### src/sv/mexp_pkg.sv
package mexp_pkg;

  // configuration register indexes
  localparam int unsigned CFG_INDEX_W = 1;
  typedef logic [CFG_INDEX_W-1:0] cfg_index_t;
  localparam cfg_index_t REG_EXPONENT = 1'd0;
  localparam cfg_index_t REG_MODULUS  = 1'd1;

  // modular multiply operations run on the shared bit-serial unit
  typedef logic [1:0] op_t;
  localparam op_t OP_REDUCE = 2'd0;
  localparam op_t OP_MULT   = 2'd1;
  localparam op_t OP_SQUARE = 2'd2;

  typedef struct packed {
    logic load;
    logic op_start;
    logic op_step;
    logic op_commit;
    op_t  op;
    logic out_load;
  } cmd_t;

  typedef struct packed {
    logic e_zero;
    logic e_lsb;
  } status_t;

endpackage

### src/sv/mexp_dpath.sv
module mexp_dpath #(
  parameter int WIDTH = 32
) (
  input  logic              clk,
  input  mexp_pkg::cmd_t    cmd,
  output mexp_pkg::status_t status,
  input  logic [WIDTH-1:0]  block_value,
  input  logic [WIDTH-1:0]  exponent,
  input  logic [WIDTH-1:0]  modulus,
  output logic [WIDTH-1:0]  power_result
);

  logic [WIDTH-1:0] base;
  logic [WIDTH-1:0] res;
  logic [WIDTH-1:0] e;
  logic [WIDTH-1:0] acc;
  logic [WIDTH-1:0] opa;
  logic [WIDTH-1:0] opb;
  logic [WIDTH-1:0] dbl;
  logic [WIDTH-1:0] acc_next;

  // (x + y) mod m for x < m; y == m == 1 also gives 0
  function automatic logic [WIDTH-1:0] add_mod(input logic [WIDTH-1:0] x,
                                               input logic [WIDTH-1:0] y,
                                               input logic [WIDTH-1:0] m);
    logic [WIDTH-1:0] gap;
    gap = m - y;
    return (x >= gap) ? (x - gap) : (x + y);
  endfunction

  // one Horner step: double, then add the operand when the multiplier bit is set
  always_comb begin
    dbl = add_mod(acc, acc, modulus);
    acc_next = opb[WIDTH-1] ? add_mod(dbl, opa, modulus) : dbl;
  end

  always_ff @(posedge clk) begin
    if (cmd.load) begin
      base <= block_value;
      e    <= exponent;
      res  <= WIDTH'(1);
    end
    if (cmd.op_start) begin
      acc <= '0;
      // reduction is 1 * base, which is base mod m
      opa <= (cmd.op == mexp_pkg::OP_REDUCE) ? WIDTH'(1) : base;
      opb <= (cmd.op == mexp_pkg::OP_MULT) ? res : base;
    end else if (cmd.op_step) begin
      acc <= acc_next;
      opb <= {opb[WIDTH-2:0], 1'b0};
    end
    if (cmd.op_commit) begin
      case (cmd.op)
        mexp_pkg::OP_REDUCE: base <= acc;
        mexp_pkg::OP_MULT: begin
          res  <= acc;
          e[0] <= 1'b0;
        end
        mexp_pkg::OP_SQUARE: begin
          base <= acc;
          e    <= {1'b0, e[WIDTH-1:1]};
        end
        default: ;
      endcase
    end
    if (cmd.out_load) begin
      power_result <= res;
    end
  end

  assign status.e_zero = (e == '0);
  assign status.e_lsb  = e[0];

endmodule

### src/sv/mexp_ctrl.sv
module mexp_ctrl #(
  parameter int WIDTH = 32
) (
  input  logic              clk,
  input  logic              rst,
  input  logic              in_valid,
  output logic              in_stall,
  output logic              out_valid,
  input  logic              out_stall,
  input  mexp_pkg::status_t status,
  output mexp_pkg::cmd_t    cmd
);

  localparam int CW = $clog2(WIDTH);

  localparam logic [2:0] S_IDLE   = 3'd0;
  localparam logic [2:0] S_PREP   = 3'd1;
  localparam logic [2:0] S_RUN    = 3'd2;
  localparam logic [2:0] S_COMMIT = 3'd3;
  localparam logic [2:0] S_NEXT   = 3'd4;
  localparam logic [2:0] S_OUT    = 3'd5;

  logic [2:0]      state;
  logic [2:0]      state_next;
  logic [CW-1:0]   cnt;
  logic [CW-1:0]   cnt_next;
  mexp_pkg::op_t   cur_op;
  mexp_pkg::op_t   cur_op_next;
  logic            out_free;

  assign out_free = !out_valid || !out_stall;
  assign in_stall = (state != S_IDLE);

  always_comb begin
    state_next   = state;
    cnt_next     = cnt;
    cur_op_next  = cur_op;
    cmd          = '0;
    cmd.op       = cur_op;
    case (state)
      S_IDLE: begin
        if (in_valid) begin
          cmd.load   = 1'b1;
          state_next = S_PREP;
        end
      end
      S_PREP: begin
        if (status.e_zero) begin
          state_next = S_OUT;
        end else begin
          cmd.op_start = 1'b1;
          cmd.op       = mexp_pkg::OP_REDUCE;
          cur_op_next  = mexp_pkg::OP_REDUCE;
          cnt_next     = '0;
          state_next   = S_RUN;
        end
      end
      S_RUN: begin
        cmd.op_step = 1'b1;
        cnt_next    = cnt + CW'(1);
        if (cnt == CW'(WIDTH - 1)) begin
          state_next = S_COMMIT;
        end
      end
      S_COMMIT: begin
        cmd.op_commit = 1'b1;
        state_next    = S_NEXT;
      end
      S_NEXT: begin
        // multiply in on a set bit, then square while exponent bits remain
        if (status.e_lsb) begin
          cmd.op_start = 1'b1;
          cmd.op       = mexp_pkg::OP_MULT;
          cur_op_next  = mexp_pkg::OP_MULT;
          cnt_next     = '0;
          state_next   = S_RUN;
        end else if (status.e_zero) begin
          state_next = S_OUT;
        end else begin
          cmd.op_start = 1'b1;
          cmd.op       = mexp_pkg::OP_SQUARE;
          cur_op_next  = mexp_pkg::OP_SQUARE;
          cnt_next     = '0;
          state_next   = S_RUN;
        end
      end
      S_OUT: begin
        if (out_free) begin
          cmd.out_load = 1'b1;
          state_next   = S_IDLE;
        end
      end
      default: state_next = S_IDLE;
    endcase
  end

  always_ff @(posedge clk) begin
    if (rst) begin
      state     <= S_IDLE;
      cnt       <= '0;
      cur_op    <= mexp_pkg::OP_REDUCE;
      out_valid <= 1'b0;
    end else begin
      state  <= state_next;
      cnt    <= cnt_next;
      cur_op <= cur_op_next;
      if (cmd.out_load) begin
        out_valid <= 1'b1;
      end else if (!out_stall) begin
        out_valid <= 1'b0;
      end
    end
  end

endmodule

### src/sv/modular_exponentiation.sv
// a zero exponent skips the multiplies; otherwise one reduction, then L squarings and K multiplies,
//   L = index of the top set exponent bit, K = number of set exponent bits
// each modular multiply is a bit-serial shift-and-add over the multiplier bits
// one word at a time; the next word is taken while a result waits at the output
// synchronous reset: idle, no output word, exponent 0, modulus 1
module modular_exponentiation #(
  parameter int WIDTH = 32
) (
  input  logic                          clk,
  input  logic                          rst,
  input  logic                          in_valid,
  output logic                          in_stall,
  input  logic [WIDTH-1:0]              block_value,
  output logic                          out_valid,
  input  logic                          out_stall,
  output logic [WIDTH-1:0]              power_result,
  input  logic                          cfg_write,
  input  logic [mexp_pkg::CFG_INDEX_W-1:0] cfg_index,
  input  logic [WIDTH-1:0]              cfg_data
);

  logic [WIDTH-1:0]  exponent;
  logic [WIDTH-1:0]  modulus;
  mexp_pkg::cmd_t    cmd;
  mexp_pkg::status_t status;

  // modulus can never be zero, a zero write is dropped
  always_ff @(posedge clk) begin
    if (rst) begin
      exponent <= '0;
      modulus  <= WIDTH'(1);
    end else if (cfg_write) begin
      case (cfg_index)
        mexp_pkg::REG_EXPONENT: exponent <= cfg_data;
        mexp_pkg::REG_MODULUS: begin
          if (cfg_data != '0) begin
            modulus <= cfg_data;
          end
        end
        default: ;
      endcase
    end
  end

  mexp_ctrl #(
    .WIDTH(WIDTH)
  ) u_ctrl (
    .clk      (clk),
    .rst      (rst),
    .in_valid (in_valid),
    .in_stall (in_stall),
    .out_valid(out_valid),
    .out_stall(out_stall),
    .status   (status),
    .cmd      (cmd)
  );

  mexp_dpath #(
    .WIDTH(WIDTH)
  ) u_dpath (
    .clk         (clk),
    .cmd         (cmd),
    .status      (status),
    .block_value (block_value),
    .exponent    (exponent),
    .modulus     (modulus),
    .power_result(power_result)
  );

  a_busy_after_accept: assert property (@(posedge clk) disable iff (rst)
    in_valid && !in_stall |=> in_stall)
    else $error("block not busy after taking a word");

  a_modulus_nonzero: assert property (@(posedge clk) disable iff (rst)
    modulus != '0)
    else $error("modulus register holds zero");

  a_zero_write_dropped: assert property (@(posedge clk) disable iff (rst)
    cfg_write && cfg_index == mexp_pkg::REG_MODULUS && cfg_data == '0
    |=> $stable(modulus))
    else $error("zero modulus write changed the register");

endmodule
### config.mk
export PLATFORM = sky130hd
export DESIGN_NAME = modular_exponentiation
export DESIGN_NICKNAME = d
export VERILOG_FILES = /design/src/sv/mexp_pkg.sv /design/src/sv/mexp_dpath.sv /design/src/sv/mexp_ctrl.sv /design/src/sv/modular_exponentiation.sv
export SDC_FILE = /design/constraint.sdc
export NUM_CORES = 1
export LEC_CHECK = 0
export BUFFER_PORTS_ARGS = -buffer_cell sky130_fd_sc_hd__buf_2
export CAP_MARGIN = 0
export CORE_MARGIN = 4
export CORE_UTILIZATION = 35
export CTS_CLUSTER_SIZE = 20
export DETAILED_ROUTE_END_ITERATION = 6
export SKIP_CTS_REPAIR_TIMING = 1
export SLEW_MARGIN = 20
export SYNTH_ARGS = -nofsm -noshare
export SYNTH_HDL_FRONTEND = slang
export SYNTH_SLANG_ARGS = --single-unit
### constraint.sdc
create_clock -name clk -period 10 [get_ports clk]
set_clock_uncertainty 0.2 [all_clocks]
set_input_delay 0.5 -clock clk [delete_from_list [all_inputs] [get_ports clk]]
set_output_delay 0.5 -clock clk [all_outputs]
set_load 0.02 [all_outputs]
Word level (Yosys, flattened, before mapping)
Index checks and enable logic that the tools add are counted.
{"block": "word_totals", "out_inout_bits": 34, "mem_count": 0, "elab_cells": 89, "register_bits": 299, "ram_bits": 0, "in_bits": 70, "mem_bits_ro": 0, "latchBits": 0}
{"block": "op_classes", "n_bitwise": 1, "multipliers": 0, "add_sub_neg": 7, "shift": 0, "eq_ne": 12, "div_mod_pow": 0, "n_reduce_logical": 14, "mux": 40, "order_cmp": 2}
{"operator": "2-to-1 mux 32 bit", "count": 14}
{"operator": "subtractor 32 bit", "count": 4}
{"operator": "adder 32 bit", "count": 2}
{"operator": "greater-or-equal comparator 32 bit", "count": 2}
{"operator": "logical NOT 32 bit", "count": 1}
{"operator": "nonzero test 32 bit", "count": 1}
{"operator": "2-to-1 mux 31 bit", "count": 1}
{"operator": "one-hot mux 3 bit (6 select lines)", "count": 1}
{"operator": "2-to-1 mux 3 bit", "count": 5}
{"operator": "one-hot mux 5 bit (3 select lines)", "count": 1}
{"operator": "2-to-1 mux 1 bit", "count": 10}
{"operator": "2-to-1 mux 5 bit", "count": 2}
{"operator": "equality test 3 x 2 -> 1 bit (second input constant)", "count": 2}
{"operator": "equality test 3 bit (second input constant)", "count": 2}
{"operator": "2-to-1 mux 2 bit", "count": 3}
{"operator": "!= test 2 x 1 -> 1 bit (second input constant)", "count": 3}
{"operator": "AND reduction 3 bit", "count": 2}
{"operator": "nonzero test 3 bit", "count": 2}
{"operator": "adder 5 x 1 -> 5 bit (second input constant)", "count": 1}
{"operator": "equality test 5 bit (second input constant)", "count": 1}
{"operator": "one-hot mux 1 bit (2 select lines)", "count": 2}
{"operator": "one-hot mux 2 bit (2 select lines)", "count": 1}
{"operator": "equality test 3 x 1 -> 1 bit (second input constant)", "count": 1}
{"operator": "logical NOT 3 bit", "count": 1}
{"operator": "10 further kinds", "count": 11}

Depth between registers and ports, before layout
Gate-level depths: netlist (run 1).
{"block": "logic_depth", "ltp_word": 8, "mapped_depth": 49, "depth_no_buf": 45}

Modules after synthesis
A second synthesis (run 1) with hierarchy kept.
{"block": "unflattened", "cells_unflattened": 2441, "area_unflattened_um2": 20781.2}
{"mod": "mexp_dpath", "cells_each": 2069, "area_each_um2": 17508.0, "instances": 1, "seq_area_each_um2": 5445.2}
{"mod": "modular_exponentiation", "cells_each": 290, "area_each_um2": 2610.0, "instances": 1, "seq_area_each_um2": 1281.2}
{"mod": "mexp_ctrl", "cells_each": 82, "area_each_um2": 663.1, "instances": 1, "seq_area_each_um2": 220.2}

Worst setup path after synthesis (run 1)
OpenSTA, ideal clock, no wires.
{"block": "synth_timing", "path_kind": "register to register", "startpoint": "register u_dpath.acc[0]", "endpoint": "register u_dpath.acc[1]", "required_ns": 9.674, "setup_ns": 0.126, "arrival_ns": 8.662, "slack_ns": 1.013, "synth_period_minus_slack_ns": 8.987, "n_path_buf": 4, "path_stages_with_launch": 46, "cell_sequence": "dfxtp_1 ha_1 inv_1 fa_1 a21o_1 a21oi_1 o21ai_0 a21oi_1 o21bai_1 a211o_1 a2111oi_0 o31ai_1 a21oi_1 o31ai_1 or4_1 a31oi_1 nor2b_1 o21ai_0 (+10 left out) ha_1 clkbuf_1 a21o_1 a21oi_1 nor2_1 a211oi_1 o21ai_0 a21oi_1 o21bai_1 a21oi_1 o311a_1 o31ai_2 a31oi_4 buf_2 mux2i_1 nand2_1 o211ai_1 o21ai_0"}
{"block": "synth_via", "elab_chain_cells": 6, "elab_cells_between_ends": 10, "cone_classes": "add/sub (5); order compare (2); mux (3)"}
{"item": "start: declaration", "line_no": "mexp_dpath.sv:16", "rtl": "logic [WIDTH-1:0] acc;"}
{"item": "start signal: assignment", "line_no": "mexp_dpath.sv:49", "rtl": "acc <= acc_next;"}
{"item": "subtractor 32 bit", "line_no": "mexp_dpath.sv:27", "rtl": "gap = m - y;"}
{"item": "subtractor 32 bit / greater-or-equal comparator 32 bit (equally long branches)", "line_no": "mexp_dpath.sv:28", "rtl": "return (x >= gap) ? (x - gap) : (x + y);"}
{"item": "2-to-1 mux 32 bit *", "line_no": "mexp_dpath.sv:28"}
{"item": "adder 32 bit, or another cell as far along", "line_no": "mexp_dpath.sv:28"}
{"item": "2-to-1 mux 32 bit", "line_no": "mexp_dpath.sv:28"}
{"item": "2-to-1 mux 32 bit *", "line_no": "mexp_dpath.sv:34", "rtl": "acc_next = opb[WIDTH-1] ? add_mod(dbl, opa, modulus) : dbl;"}
Mark *: on every way between the ends. The rest lies on a longest branch, timed or not.
A chain may end at the register's enable or synchronous reset.

Worst setup path after layout (run 1)
{"block": "layout_timing", "startpoint": "register modulus[0]", "endpoint": "register u_dpath.acc[4]"}
{"block": "layout_via", "elab_chain_cells": 6, "elab_cells_between_ends": 10, "cone_classes": "add/sub (5); order compare (2); mux (3)"}
{"item": "start: declaration", "line_no": "modular_exponentiation.sv:23", "rtl": "logic [WIDTH-1:0] modulus;"}
{"item": "start signal: assignment", "line_no": "modular_exponentiation.sv:37", "rtl": "modulus <= cfg_data;"}
{"item": "subtractor 32 bit", "line_no": "mexp_dpath.sv:27"}
{"item": "subtractor 32 bit / greater-or-equal comparator 32 bit (equally long branches)", "line_no": "mexp_dpath.sv:28"}
{"item": "2-to-1 mux 32 bit", "line_no": "mexp_dpath.sv:28"}
{"item": "adder 32 bit, or another cell as far along", "line_no": "mexp_dpath.sv:28"}
{"item": "2-to-1 mux 32 bit", "line_no": "mexp_dpath.sv:28"}
{"item": "2-to-1 mux 32 bit *", "line_no": "mexp_dpath.sv:34"}
Marked as above.

==> flow_summary.json, run 1 <==
{
  "setup-tns-final_ps": 0,
  "path_common_cell": "a21oi_1",
  "grt_pass1_wl_mm": 99.4,
  "synth_top_area_frac": 0.199,
  "io_pins": 104,
  "rsz0062_at_grt": "false",
  "route.vias.total": 18200,
  "ys_seq_area_frac": 0.340,
  "ys_seq_elements": 299,
  "fin_crit_ps": 9290,
  "grt_max_degree": 76,
  "ys_top_cells_by_count": "253 x nand2_1, 229 x a21oi_1, 203 x dfxtp_1, 203 x nor2_1, 160 x o21ai_0",
  "overflow": 0,
  "ys_warn_count": 0,
  "grtUsageMet1": 0.304,
  "core_area_mm2": 0.0578,
  "worst_pin_slew_ps": 935,
  "hold_path_depth": 3,
  "drtIter0Drc": 1864,
  "drv_slew": 0,
  "cts_buffers": 35,
  "area_delta_synth_final_pct": 13.3,
  "grt_pass1_vias": 17100,
  "place_congestion": 0.961,
  "start_util": 0.354,
  "cp_slowest_cell": "or4_1",
  "htree_levels": 2,
  "cts_sinks": 299,
  "wl_mm": 64.9,
  "critPathKind": "reg -> reg",
  "clock_path_buffers": 3,
  "antenna_found_initial": 1,
  "avgSynthCellArea_um2": 8.56,
  "r2r_cells": 45,
  "use_met2": 0.300,
  "cp_max_fo": 21,
  "path_depth": 45,
  "rows": 88,
  "route.detailed.drc": 0,
  "cts_root_buf": "clkbuf_16",
  "syn-cell-area_mm2": 0.0204,
  "setup_viol": 0,
  "cts_tree": "yes",
  "status": "finished clean",
  "final.period_utilization": 0.929,
  "cp.buffers_inverters": 4,
  "yosys-top-cells-area": "dfxtp_1 20%, edfxtp_1 14%, ha_1 9.2%",
  "gr-usage-met3": 0.0307,
  "async_flop_share": 0,
  "max_stage_delay_ps": 410,
  "slew_headroom": 0.377,
  "syn_nets": 2613,
  "yosysUniqueCellTypes": 98,
  "fmax_ghz": 0.108,
  "cp-start-kind": "flop",
  "worst-endpoint-arrival_ps": 9500,
  "die_h_um": 250,
  "path_delay_family": "compound AO/OA/AOI/OAI gates",
  "portBuffers": 103,
  "required_ps": 10210,
  "yosys.cell_count.top_type": "nand2_1",
  "fin_cells": 3275,
  "grt_use_total": 0.200,
  "routed_via_density": 5.55,
  "dp_hpwl_mm": 49.9,
  "clk_pin_slew_ps": 80,
  "maxCapViolCount": 0,
  "end_kind": "flop",
  "ant_nets": 0,
  "hold_viol_final": 0,
  "antenna-diode-count": 0,
  "synthCells": 2389,
  "busiest_layer": "met1",
  "synth_top_cell_by_area": "dfxtp_1",
  "vdd_drop_max_mv": 0.145,
  "place_inst": 3212,
  "clock_latency_ps": 570,
  "synth_edf_count": 96,
  "wl_per_cell_um": 19.8,
  "nets": 2710,
  "fp.dieW_um": 250,
  "drtPass1Iterations": 6,
  "die_area_mm2": 0.0624,
  "power_leakage_nw": 9.79,
  "layout-drive-gt1-share": 0.112,
  "holdCritPathClass": "in -> reg",
  "power.density_mw_per_mm2": 337,
  "synth_flop_cell": "dfxtp_1"
}
-- state kept, by name (all words and copies together) (netlist names) --
signal                cells
u_dpath.base             32
u_dpath.res              32
u_dpath.opa              32
u_ctrl.state              3
u_dpath.acc              32
u_dpath.power_result     32
u_dpath.opb              32
u_ctrl.out_valid          1
u_ctrl.cur_op             2
exponent                 32
u_ctrl.cnt                5
modulus                  32
u_dpath.e                32
-- placed cells by master, fill, tap and decap left out, drive strengths merged, types with 11 or more instances in the layout --
cell type,instances
nand2,254
a21oi,229
nor2,204
dfxtp,203
o21ai,184
buf,155
ha,151
mux2i,145
inv,116
edfxtp,96
xnor2,94
nor2b,59
xor2,57
a21o,53
clkbuf,46
nand3,36
a22o,32
nor3,27
nand2b,23
o21bai,23
a31oi,23
and3,20
nor4,20
o21a,18
o22ai,16
and2,14
or3,13
o211ai,13
a211oi,13
nand4,12
o31ai,11
-- routing by layer --
layer / up-vias / routed length (µm)
li1: 8843 / -
met1: 8637 / 32200
met2: 598 / 27100
met3: 83 / 4520
met4: 2 / 1050
met5: - / 13
-- layout make-up --
| cell class | count | area, µm² |
|---|---|---|
| repair buffers | 156 | 947 |
| flip-flops and latches | 299 | 6950 |
| inverters | 114 | 428 |
| clock buffers | 45 | 943 |
| fillers | 5807 | 34600 |
| well taps | 765 | 957 |
| multi-input cells | 1880 | 12800 |
| clock inverters | 16 | 178 |
-- per-stage QoR --
step / utilization / power, mW / setup WS [ps] / cell area (µm²) / hold WS [ps]
floorplan: - / 5.14 / 1010 / 20400 / 231
global placement: 0.380 / 6.33 / 446 / 22000 / 244
detailed placement: 0.380 / 6.39 / 253 / 22000 / 251
CTS: 0.400 / 7.70 / 228 / 23100 / -11.5
global route: 0.401 / 8.37 / 6.04 / 23200 / 18.4
finish: 0.401 / 7.82 / 711 / 23200 / 8.51
-- logic make-up (layout without fill, tap and decap cells) --
logic type	count (synthesis)	count (layout)	share of synthesized area
adder cells (fa/ha/maj)	164	164	0.100
flip-flops	299	299	0.340
multiplexers	148	148	0.0726
XOR/XNOR	151	151	0.0647
AND/OR/NAND/NOR	710	710	0.160
buffers and inverters	210	331	0.0401
AO/OA/AOI/OAI	707	707	0.222
-- where the power goes --
part	switching, mW	internal, mW	total (mW)
clock network	0.540	0.730	1.27
logic	2.89	1.94	4.83
registers	0.244	1.47	1.72
-- worst min-delay path, cell delays in order --
cell,delay (ps)
buf_2,110
mux2i_1,70
nor2_1,70
-- worst paths after layout --
check                                 endpoint         start  slack [ps]
worst max-delay path            u_dpath.acc[4]    modulus[0]         710
worst min-delay path               modulus[29]  cfg_data[29]           9
worst max register to register  u_dpath.acc[4]    modulus[0]         710
worst min register to register    exponent[20]  exponent[20]         260
Power figures use the tool's default switching activity.
==> inputs of run 2 (changes only) <==
--- a/config.mk
+++ b/config.mk
@@ -7,8 +7,9 @@
 export LEC_CHECK = 0
 export BUFFER_PORTS_ARGS = -buffer_cell sky130_fd_sc_hd__buf_2
 export CAP_MARGIN = 0
+export CORE_ASPECT_RATIO = 1.4
 export CORE_MARGIN = 4
-export CORE_UTILIZATION = 35
+export CORE_UTILIZATION = 25
 export CTS_CLUSTER_SIZE = 20
 export DETAILED_ROUTE_END_ITERATION = 6
 export SKIP_CTS_REPAIR_TIMING = 1
==> run 2 against run 1 <==
Net effect:
- the run now ends with negative hold slack left
- register-to-register slack worse by 220 ps
- clock power decreased by 10%
- sequential cell count unchanged
- sequential share of layout area down 0.51 points
- critical path depth did not move
- fmax fell by 2.3%
- sequential power about the same
- non-clock buffer count up 17
- combinational power rose by 1%
- first-iteration DRC count fell by 23%
- hold slack got worse by 21 ps
==> flow_summary.json, run 2 (synthesis gave the netlist of run 1 again) <==
{
  "setup_viol": 0,
  "clock_latency_ps": 600,
  "slew_headroom": 0.292,
  "area_delta_synth_final_pct": 15.3,
  "grt_pass1_wl_mm": 106,
  "setup-tns-final_ps": 0,
  "p_int_mw": 4.01,
  "nets": 2722,
  "violations": "negative hold slack",
  "sw_frac_of_total": 0.483,
  "grt_max_degree": 76,
  "fmax_ghz": 0.105,
  "p_total_mw": 7.76,
  "use_met2": 0.286,
  "fin_cells": 3584,
  "fin_crit_ps": 9510,
  "place_congestion": 0.998,
  "p_clk_frac": 0.147,
  "wl_per_cell_um": 19.9,
  "grt_use_total": 0.156,
  "ant_nets": 0,
  "rows": 123,
  "clock_path_buffers": 3,
  "dp_hpwl_mm": 54.7,
  "cp-start-kind": "flop",
  "critPathKind": "reg -> reg",
  "vdd_drop_max_mv": 0.176,
  "worst_pin_slew_ps": 1050,
  "antenna-diode-count": 0,
  "route.vias.total": 18200,
  "cts_tree": "yes",
  "pwr-share-seq": 0.223,
  "maxCapViolCount": 0,
  "fp.dieW_um": 250,
  "die_area_mm2": 0.0865,
  "status": "complete, but fails checks",
  "cp_slowest_cell": "o21ai_0",
  "die_h_um": 346,
  "route.detailed.drc": 0,
  "nFillCells": 8600,
  "io_pins": 104,
  "overflow": 0,
  "required_ps": 10260,
  "hold_slack_ps": -12.7,
  "layout_commonest_cell": "nand2_1",
  "hold_viol_final": 1,
  "drv_slew": 0,
  "cts_buffers": 30,
  "core_area_mm2": 0.0808,
  "cp_max_fo": 21,
  "stdcell_area_mm2": 0.0236,
  "combPwrFrac": 0.630,
  "grtUsageMet1": 0.176,
  "path_common_cell": "a21oi_1",
  "drtIter0Drc": 1426,
  "place_area_mm2": 0.0223,
  "power.density_mw_per_mm2": 329,
  "end_kind": "flop",
  "start_util": 0.253,
  "routed_via_density": 5.09,
  "grt_pass1_vias": 17600,
  "holdCritPathClass": "in -> reg",
  "cts_root_buf": "clkbuf_16",
  "final.period_utilization": 0.951,
  "portBuffers": 103,
  "layout-drive-gt1-share": 0.109,
  "path_delay_family": "compound AO/OA/AOI/OAI gates",
  "gr-usage-met3": 0.0143,
  "drtPass1Iterations": 5,
  "max_stage_delay_ps": 560,
  "place_inst": 3508,
  "switching_power_mw": 3.75,
  "antenna_found_initial": 2,
  "power_leakage_nw": 9.79,
  "worst-endpoint-arrival_ps": 9770,
  "wl_mm": 71.4,
  "clk_pin_slew_ps": 70,
  "mostFrequentLayoutCells": "253 x nand2_1, 224 x a21oi_1, 203 x dfxtp_1, 200 x nor2_1, 159 x o21ai_0",
  "htree_levels": 1,
  "cp.buffers_inverters": 4,
  "cts_sinks": 299,
  "busiest_layer": "met2"
}
[run 2: changes by cell type in the layout (fill, tap and decap cells not counted), sizes merged]
cell / delta
dlygate4sd3: +18
clkbuf: -7
clkinv: +2
buf: -1
bufinv: -1
clkinvlp: +1
[run 2: area by class of cell]
class	count	area [µm²]	area share
clock buffers	38	822	0.0349
clock inverters	18	146	0.00621
inverters	114	430	0.0183
multi-input cells	1880	12800	0.542
flip-flops and latches	299	6950	0.295
well taps	1062	1330	0.0564
repair buffers	173	1120	0.0474
[run 2: worst reg2reg max path: cells and delay by family (launching register included)]
kind / cells / cell delay, ps
adders and majority gates: 4 / 1360
buffers and inverters: 4 / 540
DFF: 1 / 320
and+or+nand+nor: 11 / 1570
xor gates and xnor gates: 1 / 150
AOI/OAI and AO/OA: 25 / 5240
[run 2: metrics by stage]
step	hold WS [ps]	util	setup slack [ps]
floorplan	231	-	1010
global placement	244	0.276	354
detailed placement	248	0.276	267
CTS	-48.4	0.288	227
global route	0.513	0.292	-2.29
finish	-12.7	0.292	489
[run 2: layer usage]
layer / wire length, µm / vias up
met5: 0 / -
met4: 4870 / 0
met3: 2950 / 188
met2: 35900 / 535
met1: 27700 / 8689
li1: - / 8830
[run 2: final timing paths]
check | from | to | slack [ps] | depth (start not counted)
hold reg to reg | exponent[22] | exponent[22] | 260 | 2
setup reg to reg | modulus[0] | u_dpath.acc[28] | 490 | 45
hold / removal | cfg_data[28] | exponent[28] | -10 | 3
setup / recovery | modulus[0] | u_dpath.acc[28] | 490 | 45
[run 2: power by group through the flow]
stage               Clock (mW)  Sequential [mW]  Combinational [mW]
detailed placement           0             1.75                4.73
CTS                       1.17             1.72                4.76
global route              1.22             1.74                5.32
floorplan                    0             1.61                3.53
global placement             0             1.75                4.75
finish                    1.14             1.73                4.89
==> inputs of run 3 (changes only) <==
--- a/config.mk
+++ b/config.mk
@@ -5,6 +5,7 @@
 export SDC_FILE = /design/constraint.sdc
 export NUM_CORES = 1
 export LEC_CHECK = 0
+export ABC_AREA = 1
 export BUFFER_PORTS_ARGS = -buffer_cell sky130_fd_sc_hd__buf_2
 export CAP_MARGIN = 0
 export CORE_ASPECT_RATIO = 1.4
==> run 3 against run 2 <==
Net effect:
- the run still ends with negative hold slack left
- clock-buffer cell count did not move
- hold slack lost 4.0 ps
- design area is 4.1% higher
- area after synthesis rose by 6.6%
- via count rose by 17%
- global-route usage is 0.76 points higher
- utilization down 0.68 points
- sequential share of layout area down 1.2 points
- setup slack better by 960 ps
==> flow_summary.json, run 3 <==
{
  "clock_path_buffers": 3,
  "area_delta_synth_final_pct": 12.6,
  "wl_per_cell_um": 17.4,
  "fmax_ghz": 0.117,
  "synthCells": 3243,
  "cts_buffers": 28,
  "maxCapViolCount": 0,
  "fp.dieW_um": 258,
  "end_kind": "flop",
  "worst_pin_slew_ps": 1000,
  "layout_commonest_cell": "nand2_1",
  "ant_nets": 0,
  "status": "complete, but fails checks",
  "die_area_mm2": 0.0920,
  "setup_viol": 0,
  "die_h_um": 357,
  "io_pins": 104,
  "multi_input_area_mm2": 0.0129,
  "mostFrequentLayoutCells": "757 x nand2_1, 411 x inv_1, 360 x nor2_1, 335 x o21ai_0, 237 x a21oi_1",
  "antenna_found_initial": 1,
  "slew_headroom": 0.326,
  "synth_flop_cell": "dfxtp_1",
  "hp-start": "cfg_data[24]",
  "drv_slew": 0,
  "ys_warn_count": 0,
  "async_flop_share": 0,
  "place_congestion": 0.953,
  "setup-tns-final_ps": 0,
  "nFillCells": 9724,
  "core_area_mm2": 0.0861,
  "syn_nets": 3467,
  "synth_top_cell_by_area": "dfxtp_1",
  "yosys.cell_count.top_type": "nand2_1",
  "drtPass1Iterations": 5,
  "synth_mux_area_frac": 0,
  "cp_slowest_cell": "inv_1",
  "routed_via_density": 4.75,
  "start_util": 0.253,
  "rr_startpoint": "u_dpath.acc[0]",
  "hold_slack_ps": -16.8,
  "synth_compound_area_frac": 0.173,
  "dp_hpwl_mm": 63.2,
  "ys_seq_area_frac": 0.319,
  "route.detailed.drc": 0,
  "holdCritPathClass": "in -> reg",
  "ys_seq_elements": 299,
  "critPathLaunch": "u_dpath.acc[0]",
  "max_stage_delay_ps": 530,
  "cp-start-kind": "flop",
  "rows": 127,
  "violations": "negative hold slack",
  "final.period_utilization": 0.855,
  "worst-endpoint-arrival_ps": 8880,
  "synth_top_area_frac": 0.186,
  "synth_xor_area_frac": 0.0414,
  "yosys.area_share.simple": 0.285,
  "setup_ws_ps": 1450,
  "htree_levels": 1,
  "synth_top_family_by_area": "simple AND/OR/NAND/NOR gates",
  "register_area_mm2": 0.00695,
  "wl_mm": 77.9,
  "synth_edf_count": 96,
  "overflow": 0,
  "cts_root_buf": "clkbuf_16",
  "ys_top_cells_by_count": "758 x nand2_1, 414 x inv_1, 362 x nor2_1",
  "hold_viol_final": 6,
  "clk_pin_slew_ps": 70,
  "grt_pass1_vias": 21100,
  "route.vias.total": 21300,
  "required_ps": 10330,
  "synth_fa_ha_area_frac": 0.0894,
  "grt_pass1_wl_mm": 119,
  "clock_latency_ps": 580,
  "grt_use_total": 0.164,
  "pre_cts_ws_ps": 1550,
  "nets": 3524,
  "cp_max_fo": 32,
  "avgSynthCellArea_um2": 6.72,
  "cts_tree": "yes",
  "path_common_cell": "nand2_1",
  "yosysUniqueCellTypes": 55,
  "drtIter0Drc": 1404,
  "critPathKind": "reg -> reg",
  "syn-cell-area_mm2": 0.0218,
  "layout-drive-gt1-share": 0.0725,
  "portBuffers": 103,
  "rsz0062_at_grt": "false",
  "grt_max_degree": 95,
  "yosys-top-cells-area": "dfxtp_1 19%, edfxtp_1 13%, nand2_1 13%",
  "fin_crit_ps": 8550,
  "cts_sinks": 299
}
[run 3: final cells by class]
cell class	count	share of cell area
well taps	1161	0.0592
clock buffers	38	0.0322
clock inverters	14	0.00678
repair buffers	130	0.0300
flip-flops and latches	299	0.283
diodes	2	0.000204
multi-input cells	2425	0.525
inverters	416	0.0636
[run 3: worst max-delay path, delay by kind of cell, from the launching register on]
kind | cells | cell delay [ps]
simple gates | 26 | 3860
compound gates | 8 | 1960
fa+ha+maj | 4 | 1310
buf+inv | 3 | 670
flops | 1 | 420
[run 3: worst paths after layout]
path,slack (ps),endpoint,depth (start not counted)
min,-20,exponent[24],3
max reg2reg,1450,u_dpath.acc[20],41
min reg2reg,270,u_dpath.power_result[26],0
max,1450,u_dpath.acc[20],41
[run 3: metal layers]
metal  vias to the layer above  wire, µm  track usage
met3                       141      3490       0.0120
met1                      9771     31400        0.189
met5                         -         0            0
li1                      10800         -            -
met4                         0      3490       0.0695
met2                       571     39600        0.310
[run 3: kinds of logic (layout without fill, tap and decap cells)]
kind of cell	count (synthesis)	after routing
AND/OR/NAND/NOR	1468	1468
AO/OA/AOI/OAI	700	700
adder cells (fa/ha/maj)	154	154
flip-flops	299	299
other	0	2
XOR/XNOR	103	103
buffers and inverters	519	598
[run 3: per-stage QoR]
step | area, µm² | util | hold WS, ps | std cells
6_report | 24500 | 0.285 | -16.8 | 4485
3_3_place_gp | 23500 | 0.273 | 253 | 4424
3_5_place_dp | 23500 | 0.273 | 247 | 4424
5_1_grt | 24500 | 0.285 | 2.24 | 4483
4_1_cts | 24500 | 0.284 | -59.5 | 4476
2_1_floorplan | 21800 | - | 231 | 3243
Power of run 3 is not shown: default switching activity piles up to over one toggle a cycle in this logic, so the estimate is an artifact.
